### config.mk
export PLATFORM = sky130hd
export DESIGN_NAME = sorted_key_table
export DESIGN_NICKNAME = d
export VERILOG_FILES = /design/src/sv/skt_pkg.sv /design/src/sv/sorted_key_table.sv
export SDC_FILE = /design/constraint.sdc
export NUM_CORES = 1
export LEC_CHECK = 0
export ABC_AREA = 1
export BUFFER_PORTS_ARGS = -buffer_cell sky130_fd_sc_hd__clkbuf_2
export CAP_MARGIN = 20
export CORE_MARGIN = 10
export CORE_UTILIZATION = 32
export CTS_CLUSTER_SIZE = 20
export DETAILED_ROUTE_END_ITERATION = 6
export SYNTH_ARGS = -nofsm -noshare
export SYNTH_HDL_FRONTEND = slang
export SYNTH_SLANG_ARGS = --single-unit
### constraint.sdc
create_clock -name clk -period 6.65 [get_ports clk]
set_clock_uncertainty 0.05 [all_clocks]
set_input_delay 0.9975 -clock clk [delete_from_list [all_inputs] [get_ports clk]]
set_output_delay 0.9975 -clock clk [all_outputs]
set_load 0.02 [all_outputs]
### src/sv/skt_pkg.sv
`default_nettype none
// ----------------------------------------------------------------------------
// skt_pkg: shared types for the sorted key table
// Word layouts for the command and result channels, plus operation,
// status and sequencer state codes.
// ----------------------------------------------------------------------------
package skt_pkg;

  localparam int KEY_W    = 64;
  localparam int HANDLE_W = 16;
  localparam int COUNT_W  = 5;
  localparam int POS_W    = 4;

  typedef enum logic {
    CMD_INSERT = 1'b0,
    CMD_DELETE = 1'b1
  } cmd_t;

  typedef enum logic [1:0] {
    ST_OK        = 2'd0,
    ST_FULL      = 2'd1,
    ST_NOT_FOUND = 2'd2
  } status_t;

  typedef enum logic [2:0] {
    S_IDLE,
    S_INS_CMP,
    S_INS_PUT,
    S_DEL_CMP,
    S_DEL_SHIFT,
    S_DONE
  } state_t;

  typedef struct packed {
    cmd_t                  cmd;
    logic [KEY_W-1:0]      title_key;
    logic [HANDLE_W-1:0]   entry_handle;
  } in_word_t;

  typedef struct packed {
    status_t               status;
    logic [COUNT_W-1:0]    entry_count;
    logic [POS_W-1:0]      position;
  } out_word_t;

endpackage
`default_nettype wire

### src/sv/sorted_key_table.sv
`default_nettype none
// Walk: insert goes down from the top entry, moving larger keys up a slot; delete
//   goes up from entry zero, moving later entries down after a match. A full insert
//   or empty delete skips the walk. One entry per cycle through the memory.
// Throughput: one word at a time; a new word is taken once the result is parked.
// Reset: rst_n synchronous active low clears the entry count and control state;
//   the table memory is not cleared.
// ----------------------------------------------------------------------------
// sorted_key_table: ordered key/handle table
// Keeps up to DEPTH entries in ascending key order in a single-port-write,
// single-port-read memory, walking it one entry per cycle with a shared compare unit.
// ----------------------------------------------------------------------------
module sorted_key_table #(
  parameter int DEPTH     = 16,
  parameter int KEY_BYTES = 8
) (
  input  wire                 clk,
  input  wire                 rst_n,
  input  wire                 in_valid,
  output logic                in_ready,
  input  wire skt_pkg::in_word_t in_data,
  output logic                out_valid,
  input  wire                 out_ready,
  output skt_pkg::out_word_t  out_data
);
  import skt_pkg::*;

  localparam int KW = 8 * KEY_BYTES;
  localparam int AW = (DEPTH > 1) ? $clog2(DEPTH) : 1;
  localparam int CW = $clog2(DEPTH + 1);

  logic [KW-1:0]       key_mem [DEPTH];
  logic [HANDLE_W-1:0] hnd_mem [DEPTH];

  state_t              state_r, state_nxt;
  logic [CW-1:0]       count_r, count_nxt;
  logic [AW-1:0]       j_r, j_nxt;
  logic [AW-1:0]       pos_r, pos_nxt;
  status_t             res_r, res_nxt;
  cmd_t                cmd_r;
  logic [KW-1:0]       key_r;
  logic [HANDLE_W-1:0] hnd_r;
  logic [KW-1:0]       rd_key_r;
  logic [HANDLE_W-1:0] rd_hnd_r;
  logic                out_valid_r;
  out_word_t           out_data_r;

  logic                rd_en, wr_en;
  logic [AW-1:0]       rd_addr, wr_addr;
  logic [KW-1:0]       wr_key;
  logic [HANDLE_W-1:0] wr_hnd;

  logic                in_fire, slot_free;
  logic                gt, eq, last, full, empty;

  assign in_ready  = (state_r == S_IDLE);
  assign in_fire   = in_valid && in_ready;
  assign slot_free = !out_valid_r || out_ready;
  assign out_valid = out_valid_r;
  assign out_data  = out_data_r;

  // shared compare unit
  assign gt    = rd_key_r > key_r;
  assign eq    = rd_key_r == key_r;
  assign last  = (CW'(j_r) + CW'(1)) == count_r;
  assign full  = count_r == CW'(DEPTH);
  assign empty = count_r == '0;

  always_comb begin
    state_nxt = state_r;
    unique case (state_r)
      S_IDLE: begin
        if (in_fire) begin
          if (in_data.cmd == CMD_INSERT) begin
            if (full)       state_nxt = S_DONE;
            else if (empty) state_nxt = S_INS_PUT;
            else            state_nxt = S_INS_CMP;
          end else begin
            state_nxt = empty ? S_DONE : S_DEL_CMP;
          end
        end
      end
      S_INS_CMP: begin
        if (!gt)            state_nxt = S_DONE;
        else if (j_r == '0) state_nxt = S_INS_PUT;
      end
      S_INS_PUT: state_nxt = S_DONE;
      S_DEL_CMP: begin
        if (last)    state_nxt = S_DONE;
        else if (eq) state_nxt = S_DEL_SHIFT;
      end
      S_DEL_SHIFT: begin
        if (last) state_nxt = S_DONE;
      end
      S_DONE: begin
        if (slot_free) state_nxt = S_IDLE;
      end
      default: state_nxt = S_IDLE;
    endcase
  end

  always_comb begin
    rd_en     = 1'b0;
    rd_addr   = j_r;
    wr_en     = 1'b0;
    wr_addr   = j_r;
    wr_key    = key_r;
    wr_hnd    = hnd_r;
    j_nxt     = j_r;
    pos_nxt   = pos_r;
    res_nxt   = res_r;
    count_nxt = count_r;
    unique case (state_r)
      S_IDLE: begin
        if (in_fire) begin
          res_nxt = ST_OK;
          pos_nxt = '0;
          if (in_data.cmd == CMD_INSERT) begin
            if (full) begin
              res_nxt = ST_FULL;
            end else begin
              j_nxt   = AW'(count_r - CW'(1));
              rd_en   = !empty;
              rd_addr = AW'(count_r - CW'(1));
            end
          end else begin
            if (empty) res_nxt = ST_NOT_FOUND;
            j_nxt   = '0;
            rd_en   = !empty;
            rd_addr = '0;
          end
        end
      end
      S_INS_CMP: begin
        wr_en   = 1'b1;
        wr_addr = j_r + AW'(1);
        if (gt) begin
          wr_key  = rd_key_r;
          wr_hnd  = rd_hnd_r;
          j_nxt   = j_r - AW'(1);
          rd_en   = (j_r != '0);
          rd_addr = j_r - AW'(1);
        end else begin
          pos_nxt   = j_r + AW'(1);
          count_nxt = count_r + CW'(1);
        end
      end
      S_INS_PUT: begin
        wr_en     = 1'b1;
        wr_addr   = '0;
        pos_nxt   = '0;
        count_nxt = count_r + CW'(1);
      end
      S_DEL_CMP: begin
        rd_en   = !last;
        rd_addr = j_r + AW'(1);
        j_nxt   = j_r + AW'(1);
        if (eq) begin
          pos_nxt = j_r;
          if (last) count_nxt = count_r - CW'(1);
        end else if (last) begin
          res_nxt = ST_NOT_FOUND;
        end
      end
      S_DEL_SHIFT: begin
        wr_en   = 1'b1;
        wr_addr = j_r - AW'(1);
        wr_key  = rd_key_r;
        wr_hnd  = rd_hnd_r;
        rd_en   = !last;
        rd_addr = j_r + AW'(1);
        j_nxt   = j_r + AW'(1);
        if (last) count_nxt = count_r - CW'(1);
      end
      S_DONE: begin
      end
      default: begin
      end
    endcase
  end

  always_ff @(posedge clk) begin
    if (wr_en) begin
      key_mem[wr_addr] <= wr_key;
      hnd_mem[wr_addr] <= wr_hnd;
    end
    if (rd_en) begin
      rd_key_r <= key_mem[rd_addr];
      rd_hnd_r <= hnd_mem[rd_addr];
    end
  end

  always_ff @(posedge clk) begin
    if (!rst_n) begin
      state_r     <= S_IDLE;
      count_r     <= '0;
      out_valid_r <= 1'b0;
    end else begin
      state_r <= state_nxt;
      count_r <= count_nxt;
      if (state_r == S_DONE && slot_free) begin
        out_valid_r <= 1'b1;
      end else if (out_ready) begin
        out_valid_r <= 1'b0;
      end
    end
  end

  always_ff @(posedge clk) begin
    j_r   <= j_nxt;
    pos_r <= pos_nxt;
    res_r <= res_nxt;
    if (in_fire) begin
      cmd_r <= in_data.cmd;
      key_r <= in_data.title_key[KW-1:0];
      hnd_r <= in_data.entry_handle;
    end
    if (state_r == S_DONE && slot_free) begin
      out_data_r.status      <= res_r;
      out_data_r.entry_count <= COUNT_W'(count_r);
      out_data_r.position    <= POS_W'(pos_r);
    end
  end

`ifndef SYNTHESIS
  a_count_bound: assert property (@(posedge clk) disable iff (!rst_n)
    count_r <= CW'(DEPTH))
    else $error("entry count above depth");

  a_busy_after_accept: assert property (@(posedge clk) disable iff (!rst_n)
    in_fire |=> !in_ready)
    else $error("accepted a word while busy");

  a_fail_pos_zero: assert property (@(posedge clk) disable iff (!rst_n)
    (state_r == S_DONE && res_r != ST_OK) |-> pos_r == '0)
    else $error("failed operation with nonzero position");

  a_delete_only_cmd: assert property (@(posedge clk) disable iff (!rst_n)
    (state_r == S_DEL_CMP || state_r == S_DEL_SHIFT) |-> cmd_r == CMD_DELETE)
    else $error("delete walk on insert word");

  a_count_step: assert property (@(posedge clk) disable iff (!rst_n)
    (state_r != S_IDLE && state_r != S_DONE && count_nxt != count_r) |->
      (count_nxt == count_r + CW'(1) || count_nxt == count_r - CW'(1)))
    else $error("entry count jumped");
`endif

endmodule
`default_nettype wire
**After elaboration in Yosys (flattened, before gate mapping)**

Memories as Yosys holds them, arrays and structs flattened. A register that Yosys moved wholly into a read port is not among the register bits.
Index checks and enable logic that the tools add are counted.
Widths: inputs -> output; s select.

- Memories kept: 1
- Register bits after elaboration: 94
- Input port bits: 85
- Memory bits (writable): 1,024
- Output and inout port bits: 13
- Logic and storage cells: 99

- Add/subtract/negate cells: 5
- Magnitude comparators: 1
- Multiplexer cells: 45
- Equality and inequality tests: 17
- Reduce and logical (&&, ||, !) cells: 20

Memory list:

| name | words | bits a word | read ports | clocked after memory_dff | wr ports | RTL line | source |
|---|---|---|---|---|---|---|---|
| key_mem | 16 | 64 | 1 | 1 | 1 | sorted_key_table.sv:32 | `logic [KW-1:0] key_mem [DEPTH];` |

Operator list:

| cell | count |
|---|---|
| $pmux 64 s2 | 1 |
| $eq 64x64->1 | 1 |
| $gt 64x64->1 | 1 |
| $mux 64 | 1 |
| $mux 3 | 10 |
| $mux 4 | 7 |
| $pmux 4 s3 | 2 |
| $pmux 5 s4 | 1 |
| $pmux 3 s6 | 1 |
| $pmux 4 s4 | 1 |
| $mux 5 | 3 |
| $mux 2 | 6 |
| $ne 2x2->1 const B | 6 |
| $reduce_bool 4->1 | 3 |
| $mux 1 | 10 |
| $reduce_and 4->1 | 2 |
| $eq 3x2->1 const B | 2 |
| $eq 3x3->1 const B | 2 |
| $ne 3x3->1 const B | 2 |
| $add 4x1->5 const B | 1 |
| $add 5x1->5 const B | 1 |
| $eq 5x5->1 | 1 |
| $eq 5x5->1 const B | 1 |
| $logic_not 5->1 | 1 |
| 17 further kinds | 21 |

**Longest topological paths before layout**

- Word-level depth: 6
- Gate-level depth with buffers: 28
- Depth with buffers taken out: 26

**Worst setup path before layout**

No wires, ideal clock.

- Path type: input-to-reg
- From: input port in_valid
- To: register rd_key_r[0], read port of key_mem (enable)
- Required time: 6.165 ns
- Setup slack: 1.622 ns
- Path buffers: 0
- Data arrival time: 4.544 ns
- Library setup time: 0.435 ns
- Stages on the path: 4
- Cells stage by stage: inv_1 > nor2_2 > o211ai_1 > nand3b_1

- Longest elaborated chain between the ends: 3
- Elaborated cells between the ends (all ways): 5
- Those cells by class: mux: 4; reduce/logical: 1

Ends and longest elaborated chain:

| what | RTL line | source |
|---|---|---|
| start: declaration | sorted_key_table.sv:19 | `input wire in_valid,` |
| $logic_and 1x1->1 | sorted_key_table.sv:57 | `assign in_fire = in_valid && in_ready;` |
| via in_fire | sorted_key_table.sv:53 | `logic in_fire, slot_free;` |
| $mux 1 | sorted_key_table.sv:115 | `if (in_fire) begin` |
| $pmux 1 s3 | sorted_key_table.sv:113 | `unique case (state_r)` |
| via rd_en | sorted_key_table.sv:48 | `logic rd_en, wr_en;` |
| end: declaration | sorted_key_table.sv:43 | `logic [KW-1:0] rd_key_r;` |

The timed path passes the listed nets, and every way through them passes these cells.
A chain may end at the register's enable or synchronous reset.

**Worst setup path after layout**

- From: register rd_key_r[47], read port of key_mem
- To: register rd_key_r[47], read port of key_mem (data pin)

- Longest elaborated chain between the ends: 3
- Elaborated cells between the ends (all ways): 5
- Those cells by class: order compare: 1; mux: 4

Ends and longest elaborated chain:

| what | RTL line | source |
|---|---|---|
| $gt 64x64->1 * | sorted_key_table.sv:63 | `assign gt = rd_key_r > key_r;` |
| $mux 4 / $mux 1 (equally long branches) | sorted_key_table.sv:137 | `if (gt) begin` |
| $pmux 4 s3 / $pmux 1 s3 (equally long branches) | - |  |

Every way passes the cells marked *; elsewhere a longest branch is shown, timed or not.

==> results.yml <==
status:
  status: "finished clean"
worst_hold_path:
  hp-class: "reg2reg"
  hold_depth: 0
cells_and_area:
  instances_no_fill: 7159
  layout.nets: 5025
  regArea_um2: 35400
  fillers: 15800
  drive_gt1_frac: 0.0843
  multiInputGateArea_um2: 13000
  area_growth_pct: 13.0
sta:
  fin_crit_ns: 5.42
  relSlewSlack: 0.273
  hold_viol: 0
  setup_viol: 0
  tightest_slew_ns: 1.09
  timing_max_transition_violations_final: 0
  rsz0062_at_grt: "false"
  max_clock_freq_mhz: 184
  tns_ns: 0
  timing.final.crit_share: 0.816
synth:
  synth_mux_area_frac: 0.000213
  synthTopCellsByCount: "nand3_1, edfxtp_1, inv_1"
  synth-edff-count: 1169
  synthFlopType: "edfxtp_1"
  yosysSeqAreaShare: 0.668
  synth_cells: 4835
  syn_avg_cell_area_um2: 10.9
  ys_ff_latch: 1182
  synth_top_area_frac: 0.663
  synth_fa_ha_area_frac: 0.0161
  synth-simple-area-share: 0.209
  ys_warn_count: 0
  ys_async_sr_fraction: 0
  synth_nets: 4988
  yosysUniqueCellTypes: 45
  yosysMostFrequentCell: "nand3_1"
  synth-compound-area-share: 0.0159
  synth_xor_xnor_area_share: 0.00149
  synth_top_family_by_area: "simple AND/OR/NAND/NOR gates"
  synth.area.top_cells: "edfxtp_1, nand3_1, inv_1"
  syn_area_um2: 52900
  yosysTopAreaCell: "edfxtp_1"
detailed_routing:
  avgRoutedWirePerCell_um: 19.7
  vias_per_cell: 4.92
  drt-total-wl_um: 141000
  drtIter0Drc: 3202
  drc_errors: 0
  postRouteAntennaNets: 0
  drt_pass1_iterations: 6
  vias: 35200
floorplan:
  coreArea_um2: 165000
  start_util: 0.321
  row_count: 149
  die-area_um2: 182000
  die_w_um: 427
  ios: 98
  die_h_um: 427
worst_setup_path:
  critPathCaptureType: "flop"
  crit_fanout: 90
  worstPathCellList: "ha_1, nand4_1, nor3_1, nor3b_2, nand2_1, nand2_2, nand2_2, nand2_4, nand2_1, nand2_1, nand2_8, nand2_8, buf_4, nand2_1, nand3_1, nand3_1, nand3_1, nand2_1"
  cp_slowest_cell: "nor3_1"
  arrival_ns: 5.87
  worstSetupPathType: "reg2reg"
  cp.required_ns: 7.09
  slowest_delay_ns: 0.81
  rr_worst_depth: 18
  crit_top_cell: "nand2_1"
  start_kind: "flop"
clocking:
  cts_tree: "yes"
  clkSinkCount: 1182
  cts_resized: 0
  cts_setup_buffers: 0
  clock-root-buffer: "clkbuf_16"
  ctsHoldBuffers: 0
  clk_pin_slew_ns: 0.06
  htree_levels: 3
  clockBufferDepth: 3
  clk_latency_ns: 0.74
  numCtsBuffers: 115
global_route:
  grt_pass1_wl_um: 211000
  grt-ovfl-total: 0
  grt_pass1_vias: 33900
  antenna_found_initial: 4
  grt_max_degree: 186
  grt_use_total: 0.150
placement:
  dp_cells: 6940
  hpwl_um: 68700
  place.gp.congestion: 0.805
  numPortBuffers: 81
job:
  drv_cap: 0
sequential cells by signal, indices dropped and copies added, names as in the netlist:
register and cells:
state_r 3, out_valid 1, key_r 64, key_mem 1024
j_r 4, out_data 11, rd_key_r 64, res_r 2
count_r 5, pos_r 4
final timing paths:
path                          startpoint                      to  slack, ns
hold reg to reg   res_r[1]$_SDFFCE_PP1P_  out_data[10]$_DFFE_PP_       0.37
setup reg to reg  rd_key_r[47]$_DFFE_PP_  rd_key_r[47]$_DFFE_PP_       1.23
setup / recovery  rd_key_r[47]$_DFFE_PP_  rd_key_r[47]$_DFFE_PP_       1.23
hold / removal    res_r[1]$_SDFFCE_PP1P_  out_data[10]$_DFFE_PP_       0.37
per-stage QoR:
step           area [um^2]   util  worst slack, ns  hold slack (ns)
2_1_floorplan        52900      -             1.62            0.350
3_3_place_gp         56100  0.341             1.24            0.355
3_5_place_dp         56100  0.341             1.21            0.355
4_1_cts              59800  0.363             1.19            0.326
5_1_grt              59800  0.363            0.926            0.354
6_report             59800  0.363             1.23            0.367
worst max-delay path, delay by kind of cell (launching register included):
kind / cells / cell delay, ns
buf+inv: 1 / 0.52
simple gates: 16 / 3.81
flops: 1 / 0.40
fa+ha+maj: 1 / 0.34
cell usage in the layout, fill, tap and decap left out, types with 7 or more instances in the layout:
cell,instances
nand3_1,1223
a21oi_1,43
nor2_1,37
edfxtp_1,1169
nand2_1,680
inv_2,9
o21ai_1,7
clkinv_1,27
clkbuf_16,118
dfxtp_1,13
nor3_1,7
clkinvlp_4,7
inv_1,869
bufinv_16,8
o21ai_0,77
nand4_1,9
clkinv_2,19
buf_12,22
buf_4,104
ha_1,68
clkbuf_2,81
nor2_4,20
clkbuf_1,26
nand3b_1,258
final cells by class:
type,instances,area share
Tap cell,2189,0.0458
Multi-Input combinational cell,2483,0.218
Clock buffer,145,0.0512
Timing Repair Buffer,207,0.0272
Antenna cell,1,0.0000418
Clock inverter,69,0.0105
Sequential cell,1182,0.591
Inverter,883,0.0557
cell families after synthesis:
logic type / after synthesis
multiplexers: 1
buffers and inverters: 1170
AND/OR/NAND/NOR: 2251
adder cells (fa/ha/maj): 68
flip-flops: 1182
XOR/XNOR: 9
AO/OA/AOI/OAI: 154
per-layer routing:
layer,GRT usage,vias to the layer above,wire length (um)
li1,-,16500,-
met1,0.193,17300,59000
met2,0.258,1172,68300
met3,0.0185,244,8660
met4,0.0594,6,4880
met5,0,-,41
Power is not shown: default switching activity piles up to over one toggle a cycle in this logic, so the estimate is an artifact.
